<file path="config.mk">
export PLATFORM = sky130hd
export DESIGN_NAME = h264_sps_resolution_parser_flat
export DESIGN_NICKNAME = d
export VERILOG_FILES = /design/src/hw/rtl/hsps_pkg.sv /design/src/hw/rtl/hsps_if.sv /design/src/hw/rtl/hsps_datapath.sv /design/src/hw/rtl/hsps_ctrl.sv /design/src/hw/rtl/h264_sps_resolution_parser.sv /design/src/flat_wrapper.sv
export SDC_FILE = /design/constraint.sdc
export NUM_CORES = 1
export LEC_CHECK = 0
export ABC_AREA = 1
export BUFFER_PORTS_ARGS = -buffer_cell sky130_fd_sc_hd__clkbuf_2
export CAP_MARGIN = 20
export CORE_MARGIN = 2
export CORE_UTILIZATION = 45
export CTS_CLUSTER_DIAMETER = 150
export DETAILED_ROUTE_END_ITERATION = 10
export PLACE_DENSITY = 0.67
export SLEW_MARGIN = 20
export SYNTH_ARGS = -nofsm -noshare
export SYNTH_HDL_FRONTEND = slang
export SYNTH_HIERARCHICAL = 1
export SYNTH_SLANG_ARGS = --single-unit
</file>
<file path="constraint.sdc">
create_clock -name i_clk -period 11.05 [get_ports i_clk]
set_clock_uncertainty 0.15 [all_clocks]
set_input_delay 1.105 -clock i_clk [delete_from_list [all_inputs] [get_ports i_clk]]
set_output_delay 1.105 -clock i_clk [all_outputs]
set_load 0.05 [all_outputs]
</file>
<file path="src/hw/rtl/hsps_pkg.sv">
`timescale 1ns / 1ps
// shared types and constants for the sps resolution parser
package hsps_pkg;

    typedef enum logic [29:0] {
        ST_HDR       = 30'h0000_0001,
        ST_PROFILE   = 30'h0000_0002,
        ST_CONSLEV   = 30'h0000_0004,
        ST_SPSID     = 30'h0000_0008,
        ST_CHROMA    = 30'h0000_0010,
        ST_SEPCOL    = 30'h0000_0020,
        ST_DEPTHL    = 30'h0000_0040,
        ST_DEPTHC    = 30'h0000_0080,
        ST_BYPASS    = 30'h0000_0100,
        ST_SMPRESENT = 30'h0000_0200,
        ST_LISTFLAG  = 30'h0000_0400,
        ST_DELTA     = 30'h0000_0800,
        ST_LOG2FN    = 30'h0000_1000,
        ST_POCTYPE   = 30'h0000_2000,
        ST_LOG2POC   = 30'h0000_4000,
        ST_DZERO     = 30'h0000_8000,
        ST_OFFNR     = 30'h0001_0000,
        ST_OFFTB     = 30'h0002_0000,
        ST_NUMCYC    = 30'h0004_0000,
        ST_CYCOFF    = 30'h0008_0000,
        ST_NUMREF    = 30'h0010_0000,
        ST_GAPS      = 30'h0020_0000,
        ST_WIDTH     = 30'h0040_0000,
        ST_HEIGHT    = 30'h0080_0000,
        ST_FRAMEONLY = 30'h0100_0000,
        ST_MBAFF     = 30'h0200_0000,
        ST_D8X8      = 30'h0400_0000,
        ST_CROPFLAG  = 30'h0800_0000,
        ST_CROP      = 30'h1000_0000,
        ST_DONE      = 30'h2000_0000
    } t_step;

    localparam logic [1:0] STATUS_OK    = 2'd0;
    localparam logic [1:0] STATUS_SHORT = 2'd1;
    localparam logic [1:0] STATUS_GOLOMB = 2'd2;

    localparam logic [7:0] SCALE_INIT = 8'd8;

    // controller to datapath
    typedef struct packed {
        logic  load;      // take a new word
        logic  clear;     // restart the parse
        logic  bit_en;    // consume one bit
        logic  load_out;  // capture the result
        logic  done;      // syntax finished
        t_step step;
    } t_cmd;

    // datapath to controller
    typedef struct packed {
        logic cur_bit;
        logic err;
        logic val_done;
        logic v_zero;
        logic v_one;
        logic v_three;
        logic hi_prof;
        logic cnt_wrap;
        logic delta_next;
        logic cyc_end;
        logic crop_end;
        logic list_end;
    } t_status;

    function automatic logic is_golomb(input t_step s);
        logic r;
        case (s)
            ST_SPSID, ST_CHROMA, ST_DEPTHL, ST_DEPTHC, ST_DELTA, ST_LOG2FN,
            ST_POCTYPE, ST_LOG2POC, ST_OFFNR, ST_OFFTB, ST_NUMCYC, ST_CYCOFF,
            ST_NUMREF, ST_WIDTH, ST_HEIGHT, ST_CROP: r = 1'b1;
            default: r = 1'b0;
        endcase
        return r;
    endfunction

    function automatic logic is_high_profile(input logic [7:0] p);
        logic r;
        case (p) inside
            8'd100, 8'd110, 8'd122, 8'd244, 8'd44, 8'd83, 8'd86, 8'd118,
            8'd128: r = 1'b1;
            default: r = 1'b0;
        endcase
        return r;
    endfunction

endpackage

</file>
<file path="src/hw/rtl/hsps_if.sv">
`timescale 1ns / 1ps
// valid/ready channel interfaces for input and result words
interface hsps_in_if;
    logic       valid;
    logic       ready;
    logic [7:0] data_byte;
    logic       first_byte;
    logic       last_byte;
    modport source (output valid, data_byte, first_byte, last_byte, input ready);
    modport sink   (input valid, data_byte, first_byte, last_byte, output ready);
endinterface

interface hsps_out_if;
    logic        valid;
    logic        ready;
    logic [15:0] pic_width;
    logic [15:0] pic_height;
    logic [7:0]  profile_code;
    logic [1:0]  parse_status;
    modport source (output valid, pic_width, pic_height, profile_code, parse_status,
                    input ready);
    modport sink   (input valid, pic_width, pic_height, profile_code, parse_status,
                    output ready);
endinterface

</file>
<file path="src/hw/rtl/hsps_datapath.sv">
`timescale 1ns / 1ps
// bit datapath: exp-golomb decode, field registers and size arithmetic
module hsps_datapath #(
    parameter int MAX_PREFIX_ZEROS = 31
) (
    input  logic               i_clk,
    input  logic               i_rst_n,
    input  hsps_pkg::t_cmd     i_cmd,
    input  logic [7:0]         i_data_byte,
    output hsps_pkg::t_status  o_status,
    output logic [15:0]        o_pic_width,
    output logic [15:0]        o_pic_height,
    output logic [7:0]         o_profile_code,
    output logic [1:0]         o_parse_status
);
    logic [7:0]  r_byte, n_byte;
    logic [5:0]  r_zc, n_zc;
    logic [31:0] r_acc, n_acc;
    logic        r_sfx, n_sfx;
    logic [31:0] r_fc, n_fc;
    logic [7:0]  r_prof, n_prof;
    logic        r_c444, n_c444;
    logic [3:0]  r_li, n_li;
    logic [7:0]  r_slast, n_slast;
    logic [15:0] r_wmb, n_wmb;
    logic [15:0] r_hu, n_hu;
    logic        r_fo, n_fo;
    logic [15:0] r_crop [4];
    logic [15:0] n_crop [4];
    logic        r_err, n_err;
    logic [15:0] r_ow, r_oh;
    logic [7:0]  r_op;
    logic [1:0]  r_os;

    logic        b, gstep, val, took;
    logic [5:0]  zc1;
    logic [31:0] acc1, v, fc_dec, fc_inc;
    logic [32:0] v_p1;
    logic [7:0]  delta, sn;
    logic [3:0]  li_inc;
    logic [15:0] w_c, h_c, h_base, crop_tb;

    assign b      = r_byte[7];
    assign gstep  = hsps_pkg::is_golomb(i_cmd.step);
    assign fc_dec = r_fc - 32'd1;
    assign fc_inc = r_fc + 32'd1;
    assign li_inc = r_li + 4'd1;

    always_comb begin
        // golomb prefix and suffix
        took = 1'b0;
        zc1  = r_zc;
        acc1 = r_acc;
        if (!r_sfx) begin
            if (b) begin
                took = 1'b1;
                acc1 = 32'd1;
            end
        end else begin
            took = 1'b1;
            acc1 = {r_acc[30:0], b};
            zc1  = r_zc - 6'd1;
        end
        val  = gstep && took && (zc1 == 6'd0);
        v    = acc1 - 32'd1;
        v_p1 = {1'b0, v} + 33'd1;
        delta = v[0] ? v_p1[8:1] : (8'd0 - v[8:1]);
        sn    = r_slast + delta;
    end

    always_comb begin
        o_status.cur_bit    = b;
        o_status.err        = r_err;
        o_status.val_done   = val;
        o_status.v_zero     = (v == 32'd0);
        o_status.v_one      = (v == 32'd1);
        o_status.v_three    = (v == 32'd3);
        o_status.hi_prof    = hsps_pkg::is_high_profile(r_prof);
        o_status.cnt_wrap   = (i_cmd.step == hsps_pkg::ST_CONSLEV) ? (fc_inc >= 32'd16)
                                                                 : (fc_inc >= 32'd8);
        o_status.delta_next = (fc_dec == 32'd0) || (sn == 8'd0);
        o_status.cyc_end    = (fc_dec == 32'd0);
        o_status.crop_end   = (fc_inc >= 32'd4);
        o_status.list_end   = (li_inc >= (r_c444 ? 4'd12 : 4'd8));
    end

    always_comb begin
        n_byte  = r_byte;
        n_zc    = r_zc;
        n_acc   = r_acc;
        n_sfx   = r_sfx;
        n_fc    = r_fc;
        n_prof  = r_prof;
        n_c444  = r_c444;
        n_li    = r_li;
        n_slast = r_slast;
        n_wmb   = r_wmb;
        n_hu    = r_hu;
        n_fo    = r_fo;
        n_crop  = r_crop;
        n_err   = r_err;
        if (i_cmd.load) begin
            n_byte = i_data_byte;
            if (i_cmd.clear) begin
                n_zc    = '0;
                n_acc   = '0;
                n_sfx   = 1'b0;
                n_fc    = '0;
                n_prof  = '0;
                n_c444  = 1'b0;
                n_li    = '0;
                n_slast = hsps_pkg::SCALE_INIT;
                n_wmb   = '0;
                n_hu    = '0;
                n_fo    = 1'b0;
                for (int k = 0; k < 4; k++) n_crop[k] = '0;
                n_err   = 1'b0;
            end
        end else if (i_cmd.bit_en) begin
            n_byte = {r_byte[6:0], 1'b0};
            if (gstep) begin
                if (!took) begin
                    n_zc = r_zc + 6'd1;
                    if (n_zc > 6'(MAX_PREFIX_ZEROS)) n_err = 1'b1;
                end else if (val) begin
                    n_zc  = '0;
                    n_acc = '0;
                    n_sfx = 1'b0;
                    case (i_cmd.step)
                        hsps_pkg::ST_CHROMA: n_c444 = (v == 32'd3);
                        hsps_pkg::ST_DELTA: begin
                            if (sn != 8'd0) n_slast = sn;
                            n_fc = fc_dec;
                            if ((fc_dec == 32'd0) || (sn == 8'd0)) n_li = li_inc;
                        end
                        hsps_pkg::ST_NUMCYC: n_fc = v;
                        hsps_pkg::ST_CYCOFF: n_fc = fc_dec;
                        hsps_pkg::ST_WIDTH:  n_wmb = v[15:0] + 16'd1;
                        hsps_pkg::ST_HEIGHT: n_hu = v[15:0] + 16'd1;
                        hsps_pkg::ST_CROP: begin
                            n_crop[r_fc[1:0]] = v[15:0];
                            n_fc = fc_inc;
                        end
                        default: ;
                    endcase
                end else begin
                    n_zc  = zc1;
                    n_acc = acc1;
                    n_sfx = 1'b1;
                end
            end else begin
                case (i_cmd.step)
                    hsps_pkg::ST_HDR: n_fc = (fc_inc >= 32'd8) ? 32'd0 : fc_inc;
                    hsps_pkg::ST_PROFILE: begin
                        n_prof = {r_prof[6:0], b};
                        n_fc = (fc_inc >= 32'd8) ? 32'd0 : fc_inc;
                    end
                    hsps_pkg::ST_CONSLEV: n_fc = (fc_inc >= 32'd16) ? 32'd0 : fc_inc;
                    hsps_pkg::ST_SMPRESENT: n_li = '0;
                    hsps_pkg::ST_LISTFLAG: begin
                        if (b) begin
                            n_fc    = (r_li < 4'd6) ? 32'd16 : 32'd64;
                            n_slast = hsps_pkg::SCALE_INIT;
                        end else begin
                            n_li = li_inc;
                        end
                    end
                    hsps_pkg::ST_FRAMEONLY: n_fo = b;
                    hsps_pkg::ST_CROPFLAG: if (b) n_fc = '0;
                    default: ;
                endcase
            end
        end
    end

    // result arithmetic, shifts and adds only
    always_comb begin
        w_c     = {r_wmb[11:0], 4'd0} - {r_crop[0][14:0], 1'b0} - {r_crop[1][14:0], 1'b0};
        h_base  = r_fo ? {r_hu[11:0], 4'd0} : {r_hu[10:0], 5'd0};
        crop_tb = r_crop[2] + r_crop[3];
        h_c     = h_base - (r_fo ? {crop_tb[14:0], 1'b0} : {crop_tb[13:0], 2'b0});
    end

    always_ff @(posedge i_clk) begin
        if (!i_rst_n) begin
            r_byte  <= '0;
            r_zc    <= '0;
            r_acc   <= '0;
            r_sfx   <= 1'b0;
            r_fc    <= '0;
            r_prof  <= '0;
            r_c444  <= 1'b0;
            r_li    <= '0;
            r_slast <= hsps_pkg::SCALE_INIT;
            r_wmb   <= '0;
            r_hu    <= '0;
            r_fo    <= 1'b0;
            for (int k = 0; k < 4; k++) r_crop[k] <= '0;
            r_err   <= 1'b0;
        end else begin
            r_byte  <= n_byte;
            r_zc    <= n_zc;
            r_acc   <= n_acc;
            r_sfx   <= n_sfx;
            r_fc    <= n_fc;
            r_prof  <= n_prof;
            r_c444  <= n_c444;
            r_li    <= n_li;
            r_slast <= n_slast;
            r_wmb   <= n_wmb;
            r_hu    <= n_hu;
            r_fo    <= n_fo;
            r_crop  <= n_crop;
            r_err   <= n_err;
        end
    end

    always_ff @(posedge i_clk) begin
        if (i_cmd.load_out) begin
            r_ow <= w_c;
            r_oh <= h_c;
            r_op <= r_prof;
            r_os <= r_err ? hsps_pkg::STATUS_GOLOMB
                  : (i_cmd.done ? hsps_pkg::STATUS_OK : hsps_pkg::STATUS_SHORT);
        end
    end

    assign o_pic_width    = r_ow;
    assign o_pic_height   = r_oh;
    assign o_profile_code = r_op;
    assign o_parse_status = r_os;
endmodule

</file>
<file path="src/hw/rtl/hsps_ctrl.sv">
`timescale 1ns / 1ps
// controller: syntax state machine, bit sequencing and handshakes
module hsps_ctrl (
    input  logic               i_clk,
    input  logic               i_rst_n,
    input  logic               i_in_valid,
    input  logic               i_first,
    input  logic               i_last,
    output logic               o_in_ready,
    output logic               o_out_valid,
    input  logic               i_out_ready,
    input  hsps_pkg::t_status  i_status,
    output hsps_pkg::t_cmd     o_cmd
);
    hsps_pkg::t_step r_step, n_step;
    logic       r_busy, n_busy;
    logic       r_emit, n_emit;
    logic       r_last, n_last;
    logic [2:0] r_cnt, n_cnt;
    logic       r_ov, n_ov;
    logic       accept, bit_en, load_out;

    assign o_in_ready  = !r_busy;
    assign o_out_valid = r_ov;
    assign accept      = i_in_valid && !r_busy;
    assign bit_en      = r_busy && !r_emit && (r_step != hsps_pkg::ST_DONE) && !i_status.err;
    assign load_out    = r_emit && (!r_ov || i_out_ready);

    always_comb begin
        o_cmd.load     = accept;
        o_cmd.clear    = accept && i_first;
        o_cmd.bit_en   = bit_en;
        o_cmd.load_out = load_out;
        o_cmd.done     = (r_step == hsps_pkg::ST_DONE);
        o_cmd.step     = r_step;
    end

    // syntax walk
    always_comb begin
        n_step = r_step;
        if (accept && i_first) begin
            n_step = hsps_pkg::ST_HDR;
        end else if (bit_en) begin
            case (r_step)
                hsps_pkg::ST_HDR:
                    if (i_status.cnt_wrap) n_step = hsps_pkg::ST_PROFILE;
                hsps_pkg::ST_PROFILE:
                    if (i_status.cnt_wrap) n_step = hsps_pkg::ST_CONSLEV;
                hsps_pkg::ST_CONSLEV:
                    if (i_status.cnt_wrap) n_step = hsps_pkg::ST_SPSID;
                hsps_pkg::ST_SEPCOL:    n_step = hsps_pkg::ST_DEPTHL;
                hsps_pkg::ST_BYPASS:    n_step = hsps_pkg::ST_SMPRESENT;
                hsps_pkg::ST_SMPRESENT:
                    n_step = i_status.cur_bit ? hsps_pkg::ST_LISTFLAG : hsps_pkg::ST_LOG2FN;
                hsps_pkg::ST_LISTFLAG:
                    if (i_status.cur_bit) n_step = hsps_pkg::ST_DELTA;
                    else if (i_status.list_end) n_step = hsps_pkg::ST_LOG2FN;
                hsps_pkg::ST_DZERO:     n_step = hsps_pkg::ST_OFFNR;
                hsps_pkg::ST_GAPS:      n_step = hsps_pkg::ST_WIDTH;
                hsps_pkg::ST_FRAMEONLY:
                    n_step = i_status.cur_bit ? hsps_pkg::ST_D8X8 : hsps_pkg::ST_MBAFF;
                hsps_pkg::ST_MBAFF:     n_step = hsps_pkg::ST_D8X8;
                hsps_pkg::ST_D8X8:      n_step = hsps_pkg::ST_CROPFLAG;
                hsps_pkg::ST_CROPFLAG:
                    n_step = i_status.cur_bit ? hsps_pkg::ST_CROP : hsps_pkg::ST_DONE;
                default: begin
                    if (i_status.val_done) begin
                        case (r_step)
                            hsps_pkg::ST_SPSID: n_step = i_status.hi_prof
                                ? hsps_pkg::ST_CHROMA : hsps_pkg::ST_LOG2FN;
                            hsps_pkg::ST_CHROMA: n_step = i_status.v_three
                                ? hsps_pkg::ST_SEPCOL : hsps_pkg::ST_DEPTHL;
                            hsps_pkg::ST_DEPTHL: n_step = hsps_pkg::ST_DEPTHC;
                            hsps_pkg::ST_DEPTHC: n_step = hsps_pkg::ST_BYPASS;
                            hsps_pkg::ST_DELTA:
                                if (i_status.delta_next)
                                    n_step = i_status.list_end ? hsps_pkg::ST_LOG2FN
                                                               : hsps_pkg::ST_LISTFLAG;
                            hsps_pkg::ST_LOG2FN: n_step = hsps_pkg::ST_POCTYPE;
                            hsps_pkg::ST_POCTYPE:
                                if (i_status.v_zero) n_step = hsps_pkg::ST_LOG2POC;
                                else if (i_status.v_one) n_step = hsps_pkg::ST_DZERO;
                                else n_step = hsps_pkg::ST_NUMREF;
                            hsps_pkg::ST_LOG2POC: n_step = hsps_pkg::ST_NUMREF;
                            hsps_pkg::ST_OFFNR:   n_step = hsps_pkg::ST_OFFTB;
                            hsps_pkg::ST_OFFTB:   n_step = hsps_pkg::ST_NUMCYC;
                            hsps_pkg::ST_NUMCYC: n_step = i_status.v_zero
                                ? hsps_pkg::ST_NUMREF : hsps_pkg::ST_CYCOFF;
                            hsps_pkg::ST_CYCOFF:
                                if (i_status.cyc_end) n_step = hsps_pkg::ST_NUMREF;
                            hsps_pkg::ST_NUMREF:  n_step = hsps_pkg::ST_GAPS;
                            hsps_pkg::ST_WIDTH:   n_step = hsps_pkg::ST_HEIGHT;
                            hsps_pkg::ST_HEIGHT:  n_step = hsps_pkg::ST_FRAMEONLY;
                            hsps_pkg::ST_CROP:
                                if (i_status.crop_end) n_step = hsps_pkg::ST_DONE;
                            default: ;
                        endcase
                    end
                end
            endcase
        end
    end

    // bit sequencing and result slot
    always_comb begin
        n_busy = r_busy;
        n_emit = r_emit;
        n_last = r_last;
        n_cnt  = r_cnt;
        n_ov   = r_ov;
        if (r_ov && i_out_ready) n_ov = 1'b0;
        if (accept) begin
            n_busy = 1'b1;
            n_last = i_last;
            n_cnt  = '0;
        end else if (r_busy && !r_emit) begin
            n_cnt = r_cnt + 3'd1;
            if (r_cnt == 3'd7) begin
                if (r_last) n_emit = 1'b1;
                else n_busy = 1'b0;
            end
        end else if (load_out) begin
            n_ov   = 1'b1;
            n_emit = 1'b0;
            n_busy = 1'b0;
        end
    end

    always_ff @(posedge i_clk) begin
        if (!i_rst_n) begin
            r_step <= hsps_pkg::ST_HDR;
            r_busy <= 1'b0;
            r_emit <= 1'b0;
            r_last <= 1'b0;
            r_cnt  <= '0;
            r_ov   <= 1'b0;
        end else begin
            r_step <= n_step;
            r_busy <= n_busy;
            r_emit <= n_emit;
            r_last <= n_last;
            r_cnt  <= n_cnt;
            r_ov   <= n_ov;
        end
    end
endmodule

</file>
<file path="src/hw/rtl/h264_sps_resolution_parser.sv">
`timescale 1ns / 1ps
// top level of the bit-serial sps resolution parser
//
//  channel  dir  payload                                             handshake
//  i_in     in   data_byte, first_byte, last_byte                    valid/ready
//  o_out    out  pic_width, pic_height, profile_code, parse_status   valid/ready
//
// each word is taken in, then shifted bit by bit through the
// golomb decoder and syntax state machine
// a word with last_byte then loads the result register, waiting while a
// previous result is still held there; ready stays low meanwhile
// reset restores the header state; first_byte restarts the parse
module h264_sps_resolution_parser #(
    parameter int MAX_PREFIX_ZEROS = 31
) (
    input  logic       i_clk,
    input  logic       i_rst_n,
    hsps_in_if.sink    i_in,
    hsps_out_if.source o_out
);
    hsps_pkg::t_cmd    cmd;
    hsps_pkg::t_status status;

    hsps_ctrl u_ctrl (
        .i_clk       (i_clk),
        .i_rst_n     (i_rst_n),
        .i_in_valid  (i_in.valid),
        .i_first     (i_in.first_byte),
        .i_last      (i_in.last_byte),
        .o_in_ready  (i_in.ready),
        .o_out_valid (o_out.valid),
        .i_out_ready (o_out.ready),
        .i_status    (status),
        .o_cmd       (cmd)
    );

    hsps_datapath #(
        .MAX_PREFIX_ZEROS (MAX_PREFIX_ZEROS)
    ) u_datapath (
        .i_clk          (i_clk),
        .i_rst_n        (i_rst_n),
        .i_cmd          (cmd),
        .i_data_byte    (i_in.data_byte),
        .o_status       (status),
        .o_pic_width    (o_out.pic_width),
        .o_pic_height   (o_out.pic_height),
        .o_profile_code (o_out.profile_code),
        .o_parse_status (o_out.parse_status)
    );
endmodule

</file>
<file path="src/flat_wrapper.sv">
// flat-port wrapper written by rule: the top's interface ports become plain ports
module h264_sps_resolution_parser_flat 
#(
    parameter int MAX_PREFIX_ZEROS = 31
)
  (i_clk, i_rst_n, i_in_valid, i_in_data_byte, i_in_first_byte, i_in_last_byte, i_in_ready, o_out_valid, o_out_pic_width, o_out_pic_height, o_out_profile_code, o_out_parse_status, o_out_ready);
  hsps_in_if i_in_i ();
  hsps_out_if o_out_i ();
  input  logic i_clk;
  input  logic i_rst_n;
  input wire logic [$bits(i_in_i.valid)-1:0] i_in_valid;
  input wire logic [$bits(i_in_i.data_byte)-1:0] i_in_data_byte;
  input wire logic [$bits(i_in_i.first_byte)-1:0] i_in_first_byte;
  input wire logic [$bits(i_in_i.last_byte)-1:0] i_in_last_byte;
  output wire logic [$bits(i_in_i.ready)-1:0] i_in_ready;
  output wire logic [$bits(o_out_i.valid)-1:0] o_out_valid;
  output wire logic [$bits(o_out_i.pic_width)-1:0] o_out_pic_width;
  output wire logic [$bits(o_out_i.pic_height)-1:0] o_out_pic_height;
  output wire logic [$bits(o_out_i.profile_code)-1:0] o_out_profile_code;
  output wire logic [$bits(o_out_i.parse_status)-1:0] o_out_parse_status;
  input wire logic [$bits(o_out_i.ready)-1:0] o_out_ready;
  assign i_in_i.valid = i_in_valid;
  assign i_in_i.data_byte = i_in_data_byte;
  assign i_in_i.first_byte = i_in_first_byte;
  assign i_in_i.last_byte = i_in_last_byte;
  assign i_in_ready = i_in_i.ready;
  assign o_out_valid = o_out_i.valid;
  assign o_out_pic_width = o_out_i.pic_width;
  assign o_out_pic_height = o_out_i.pic_height;
  assign o_out_profile_code = o_out_i.profile_code;
  assign o_out_parse_status = o_out_i.parse_status;
  assign o_out_i.ready = o_out_ready;
  h264_sps_resolution_parser #(.MAX_PREFIX_ZEROS(MAX_PREFIX_ZEROS)) u_core (.i_clk(i_clk), .i_rst_n(i_rst_n), .i_in(i_in_i), .o_out(o_out_i));
endmodule
</file>
==> results of run 1 <==
## power breakdown
part	switching [mW]	internal (mW)
Combinational	0.941	0.374
Clock	0.420	0.592
Sequential	0.0853	1.04
Total	1.45	2.00
## state kept, by name, indices dropped and copies added, names as in the netlist, 8 cells and up
register	count
u_core/u_ctrl/r_step	30
u_core/u_datapath/o_pic_height	15
u_core/u_datapath/o_pic_width	15
u_core/u_datapath/o_profile_code	8
u_core/u_datapath/r_acc	32
u_core/u_datapath/r_byte	8
u_core/u_datapath/r_crop	60
u_core/u_datapath/r_fc	32
u_core/u_datapath/r_hu	12
u_core/u_datapath/r_prof	8
u_core/u_datapath/r_slast	8
u_core/u_datapath/r_wmb	12
## metal layers
layer / global-route usage / vias to the layer above
met3: 0.0351 / 91
li1: - / 9524
met4: 0.0767 / 0
met5: 0 / -
met2: 0.412 / 687
met1: 0.358 / 8888
## final cells by class
cell class,instances,area [um^2]
Timing Repair Buffer,70,400
Sequential cell,263,5670
Clock inverter,10,118
Fill cell,4197,21400
Multi-Input combinational cell,2213,11800
Tap cell,539,674
Clock buffer,45,871
Inverter,321,1210
## cell usage after synthesis, drive strengths merged (12+ instances only)
master,n
ha,64
buf,47
xnor2,24
o211ai,22
inv,319
edfxtp,40
clkbuf,66
dfxtp,223
fa,14
nor2,387
xor2,107
nand2,749
a21oi,267
a22oi,12
a211oi,14
nor3,68
o22ai,17
nand4,61
nand3b,14
o21ai,152
nand3,156
## worst min-delay path: stages (launching register included)
cell	delay, ns
sky130_fd_sc_hd__dfxtp_1	0.31
sky130_fd_sc_hd__nand2_1	0.06
sky130_fd_sc_hd__a21oi_1	0.05
## how the worst max path moves through the flow
stage	start	endpoint	slack [ns]	cells after the start
after floorplan	u_core/u_datapath/r_sfx	u_core/u_ctrl/r_step[11]	6.25	35
after global placement	u_core/u_datapath/r_sfx	u_core/u_ctrl/r_step[2]	4.93	30
after detailed placement	u_core/u_datapath/r_sfx	u_core/u_ctrl/r_step[10]	4.73	30
after CTS	u_core/u_datapath/r_sfx	u_core/u_ctrl/r_step[10]	4.68	30
after global routing	u_core/u_datapath/r_sfx	u_core/u_ctrl/r_step[10]	4.06	35
final	u_core/u_datapath/r_sfx	u_core/u_ctrl/r_step[10]	4.61	33
## cell families (layout without fill, tap and decap cells)
group	after synthesis	count (layout)	synth area share
multiplexers	2	2	0.00104
adder cells (fa/ha/maj)	78	78	0.0561
other	1	2	0.000195
XOR/XNOR	131	131	0.0595
flip-flops	263	263	0.294
buffers and inverters	434	446	0.0926
AND/OR/NAND/NOR	1462	1462	0.339
AO/OA/AOI/OAI	538	538	0.158
## through the flow
step           power [mW]  worst slack (ns)  hold slack, ns  std cells  instance area (um^2)
2_1_floorplan        2.14              6.25           0.256       2910                 19300
3_3_place_gp         2.42              4.93           0.299       3405                 19800
3_5_place_dp         2.43              4.73           0.304       3405                 19800
4_1_cts              3.45              4.68           0.313       3460                 20800
5_1_grt              3.66              4.06           0.329       3461                 20800
6_report             3.45              4.61           0.309       3461                 20800
==> out/summary.md, run 1 <==
Setup violations remaining at the end of the flow were counted as 0. The tools report the clock latency reported for the late side of the worst-skew pair as 0.59 ns. Input and output buffers added on the ports amount to 55. The analysis attributes to cell leakage a power of 8.88 nW. The gate count of the mapped netlist is 2,909, and the length of routed met3 wiring is 3.93 mm. The DRC violation total after the first TritonRoute iteration is 1,806, and the depth of the most critical reg-to-reg path is 33. Number of synthesis warnings: 6. The logs give 58 for the I/O pin count and 0 for the post-CTS setup repair buffer count.

The H-tree level count came out at 1. The startpoint of the worst-slack reg-to-reg timing path was u_core/u_datapath/r_sfx. The run gives 0 as the number of nets with antenna violations after detailed routing. At the worst endpoint, the arrival time is 6.81 ns. The slew at the pin with the worst max-slew slack came out at 1.06 ns.

The number of global-route vias before repair is 17,600, and the CTS clock-pin slew for the worst setup and hold paths is 0.06 ns. The fraction of layout instances using a drive strength above 1 was 0.0900. The synthesized netlist contains 71 unique library cells.

The final max-slew violation count came out at 0. Detailed routing inserted a total of 19,200 vias. Compared with the post-synthesis result, the final layout area differs by 7.82%.

From left edge to right edge, the die measures 211 um. The max-cap violation count is 0. Dividing the detail-routed wire length by the instance count gives 16.7 um. The flow ran to the end, and the final reports show no timing, DRC or antenna violations.

The highest layer touched by signal routing is met4. Summed over all layers, the global routing overflow is 0. The worst setup slack for register-to-register paths came out at 4.61 ns.

TritonCTS created 31 clock buffers. The capturing point of the worst reg2reg path is u_core/u_ctrl/r_step[10]. The tools report the post-DP HPWL as 43.9 mm. The maximum fanout count along the critical path was 34; the tightest slew margin relative to the limit was 0.286. The core region is 42,100 um^2.

The fraction of the cycle the final worst path needs is 0.583, and the number of antenna violations at the first check in global routing is 0. Leaving out fill and tap cells, the most frequent cell in the layout is sky130_fd_sc_hd__nand2_1. Setup repair after global routing left no endpoint under its margin.

In the layout the commonest cells are 719 x sky130_fd_sc_hd__nand2_1, 325 x sky130_fd_sc_hd__nor2_1, 297 x sky130_fd_sc_hd__inv_1, 264 x sky130_fd_sc_hd__a21oi_1, 222 x sky130_fd_sc_hd__dfxtp_1. The slowest stage of the critical path is the sky130_fd_sc_hd__a21oi_2 cell. The run gives 57.8 mm as the detailed-route wire length.

The number of antenna repair diodes is 0. The cell repeated most along the worst path was sky130_fd_sc_hd__nand2_1. The async set-reset flop share out of synthesis works out to 0. Post-CTS repair changed the size of 0 cells. Fraction of the yosys area taken by sequential cells: 0.294.

The number of buffers and inverters on the critical path is 5. CTS saw 263 sinks. The die is 211 um tall. Core utilization of the finished layout: 0.493. Cell chosen for the clock root: sky130_fd_sc_hd__clkbuf_16. The number of cells traversed by the worst hold path works out to 2. Entering global routing, the biggest net connects 74 pins. The initial standard-cell utilization of the core came out at 0.457. TritonCTS built the clock tree. The minimum clock period after layout was 6.44 ns. The synthesized design contains 40 enable-type register cells. The largest stage delay on the critical path works out to 0.69 ns.

The path class of the lowest-slack min-delay path was reg2reg. Dominant cell type by area after synthesis: sky130_fd_sc_hd__dfxtp_1. The setup TNS is 0 ns, and the first-pass detailed-route iteration total is 6.

For this run, the leading register cell type out of synthesis is sky130_fd_sc_hd__dfxtp_1. The launch point of the worst hold path is u_core/u_datapath/r_crop[59]. The number of storage elements in the synthesis netlist works out to 263.

In this design, the largest share of critical-path delay is due to simple AND/OR/NAND/NOR gates. Timing would allow up to 155 MHz. The tools report the maximum buffer depth of the clock tree as 3.

The number of hold buffers added after CTS was 0. Required time of the critical path: 11.42 ns. For this design the ratio of total power to cell area is 166 nW/um^2.

After detailed routing, the met2 layer carries 25.7 mm of wire. For this run, design rule violations remaining after detail routing come to 0. The congestion estimate from routability-driven global placement came to 0.981.

The mean instance size in the synthesized netlist works out to 6.62 um^2. The type of destination of the critical path is a register. The category of the worst setup path launch point is a register. The final hold violation count is 0. Sorting the synthesized cells by area gives the leading types as sky130_fd_sc_hd__dfxtp_1 23%, sky130_fd_sc_hd__nand2_1 14%, sky130_fd_sc_hd__a21oi_1 6.9%. The final layout contains 2,992 nets. The first global-routing pass estimated 92.5 mm of wire. In this run the core area contains 75 standard-cell rows.

The worst setup path is of the reg2reg kind. The tools report the cell area after synthesis as 19,300 um^2. The detailed router put a total of 26.4 mm of wire on met1. The area enclosed by the die boundary is 44,500 um^2.

The tools report the end of the worst hold path as u_core/u_datapath/r_crop[59]. The worst-case IR drop observed on VDD is 0.000125 V. For the aggregate global-route resource usage, the log shows 0.256. The share of Yosys cell area claimed by the top area cell type works out to 0.232. The average vias per placed instance was 5.54.
Power figures use the tool's default switching activity.
==> inputs of run 2 (changes only) <==
- clock period: 11.05 -> 6.3 ns (I/O delays scaled with it)
==> run 2 against run 1 <==
  * Global-route usage grew 0.71 points
  * Combinational power grew 76%
  * Via count is essentially flat
  * Final cell count grew 0.35%
  * Sequential power grew 76%
  * Worst setup slack lost 3.9 ns
  * Power grew 84%
  * Register-to-register slack lost 3.9 ns
  * Clock power grew 110%
  * Non-clock buffer count grew 6
  * Critical endpoint is now u_core/u_ctrl/r_step[14]
==> out/summary.md, run 2 (synthesized netlist as in run 1, its figures left out) <==
The tools report the initial standard-cell utilization of the core as 0.457. Setup TNS: 0 ns. In this run the clock root is driven by a sky130_fd_sc_hd__clkbuf_16. The area enclosed by the die boundary came out at 44,500 um^2. The number of antenna repair diodes is 0. The cell repeated most along the worst path was sky130_fd_sc_hd__nand2_1. The first global-routing pass estimated 93.9 mm of wire.

The slew at the pin with the worst max-slew slack works out to 1.04 ns. The routed via count was 19,200; the maximum fanout count along the critical path was 24. The final hold violation count came out at 0. The logs give 5.89 ns for the arrival time at the worst endpoint and 0 for the post-CTS setup repair buffer count. The run finished with clean final reports. STA classifies the critical path endpoint as a register. The net count of the finished layout is 3,001. For this run, the slowest stage of the critical path takes 0.42 ns. Path class of the lowest-slack min-delay path: in2reg. The number of clock buffers inserted by TritonCTS is 34, and the final weighted congestion of routability-driven global placement is 0.969.

The post-detailed-route wirelength per cell works out to 16.9 um. The library cell contributing the largest single delay on the critical path is sky130_fd_sc_hd__dfxtp_1. The post-place setup slack was 0.699 ns; the clock latency reported for the late side of the worst-skew pair was 0.55 ns. The tools report the total overflow reported by the global router as 0.

The logs give 4,232 for the count of filler cells inserted in the layout and 0 for the number of nets with antenna violations after detailed routing. The total area inside the core boundary comes to 42,100 um^2. Setup repair after global routing left no endpoint under its margin.

After legalization and detailed placement, the total HPWL measured 44.8 mm. The logs give 263 for the clock sink count and 0.189 ns for the worst hold margin. The relative area change from synthesis to final layout came out at 9.19%. The number of antenna violations at the first check in global routing is 1. The CTS clock-pin slew for the worst setup and hold paths is 0.06 ns, and the number of global-route vias before repair is 17,800.

Length of routed wiring on met1: 26.1 mm. The commonest non-fill, non-tap cell in the layout is sky130_fd_sc_hd__nand2_1. The H-tree level count was 2; the achievable frequency was 178 MHz. The run gives 3 as the maximum buffer depth of the clock tree. The tools report the final max-slew violation count as 0.

After detailed routing, the number of remaining DRC violations is 0. The worst setup path is launched from a register. In this run the static leakage power is 9.02 nW. The number of flip-flops under the largest register name was 60; the average vias per placed instance was 5.53.

Count of instances resized after the clock tree is built: 0. In the final layout, the registers with the most flip-flops are u_core/u_datapath/r_crop x60, u_core/u_datapath/r_acc x32, u_core/u_datapath/r_fc x32. Summed over all layers, the routed wires come to 58.6 mm.

For the largest net degree at the start of global routing, the log shows 80. The worst IR drop on VDD came out at 0.000182 V. For this run, the detailed router's first-pass iteration total came to 6. The run gives 5670 um^2 as the storage element area. TritonCTS built the clock tree. 58 I/O pins were placed. The design draws 6.35 mW. Top layer reached by signal wires: met5.

The logs give 11,800 um^2 for the multi-input combinational cell area and 6.57 ns for the required time of the critical path. In this run, the number of DRC markers left after iteration 0 of detailed routing was 1,493. More flip-flops sit in one register than any other, and that register is u_core/u_datapath/r_crop. The die is 211 um wide. Across all setup checks in the final design, the least slack found is 0.677 ns. The fraction of the cycle the final worst path needs came out at 0.893. After detailed routing, the met2 layer carries 26.6 mm of wire.

The initialized floorplan defines 75 standard-cell rows. The category of the critical setup timing path was reg2reg. Fraction of layout instances using a drive strength above 1: 0.0944. Subtracting the final worst setup slack from the clock period gives 5.62 ns. Setup violations remaining at the end of the flow were counted as 0. The aggregate global-route resource usage was 0.263. The tools report the tightest slew margin relative to the limit as 0.305. In the layout the commonest cells are 719 x sky130_fd_sc_hd__nand2_1, 325 x sky130_fd_sc_hd__nor2_1, 297 x sky130_fd_sc_hd__inv_1, 264 x sky130_fd_sc_hd__a21oi_1, 223 x sky130_fd_sc_hd__dfxtp_1. The number of buffers inserted by hold repair at cts was 0. For this design the ratio of total power to cell area is 302 nW/um^2. The floorplan die height is 211 um, and the max-cap violation count is 0. Input and output buffers added on the ports amount to 55. The run gives 4.08 mm as the length of routed met3 wiring.
[run 2: through the flow]
stage	utilization	instances	cell area, um^2
after global routing	0.499	3473	21000
after floorplan	-	2910	19300
final	0.499	3473	21000
after CTS	0.499	3472	21000
after global placement	0.470	3411	19800
after detailed placement	0.470	3411	19800
[run 2: worst max-delay path, delay by kind of cell, from the launching register on]
kind	cells	cell delay, ns
AO/OA/AOI/OAI	4	0.61
XOR/XNOR	2	0.31
flip-flops	1	0.42
buffers and inverters	4	0.59
adder cells (fa/ha/maj)	3	0.86
AND/OR/NAND/NOR	20	2.55
[run 2: layout make-up]
| type | count | area share |
|---|---|---|
| Multi-Input combinational cell | 2213 | 0.563 |
| Timing Repair Buffer | 76 | 0.0212 |
| Sequential cell | 263 | 0.269 |
| Inverter | 321 | 0.0574 |
| Tap cell | 539 | 0.0321 |
| Clock buffer | 49 | 0.0485 |
| Clock inverter | 12 | 0.00874 |
[run 2: metal layers]
metal	track usage	up-vias
met2	0.431	667
met5	0	-
met1	0.354	8873
li1	-	9545
met3	0.0385	107
met4	0.0945	2
[run 2: final timing paths]
kind | depth (start not counted) | slack [ns] | start | to
min | 3 | 0.19 | i_in_data_byte[0] | u_core/u_datapath/r_byte[0]
max reg2reg | 33 | 0.68 | u_core/u_datapath/r_byte[7] | u_core/u_ctrl/r_step[14]
max | 33 | 0.68 | u_core/u_datapath/r_byte[7] | u_core/u_ctrl/r_step[14]
min reg2reg | 2 | 0.31 | u_core/u_datapath/r_crop[40] | u_core/u_datapath/r_crop[40]
[run 2: power breakdown]
group,switching [mW],total (mW),leakage [nW],internal (mW)
clock,0.783,2.08,0.589,1.29
sequential,0.150,1.97,2.17,1.82
combinational,1.65,2.31,6.26,0.660
total,2.58,6.35,9.02,3.77
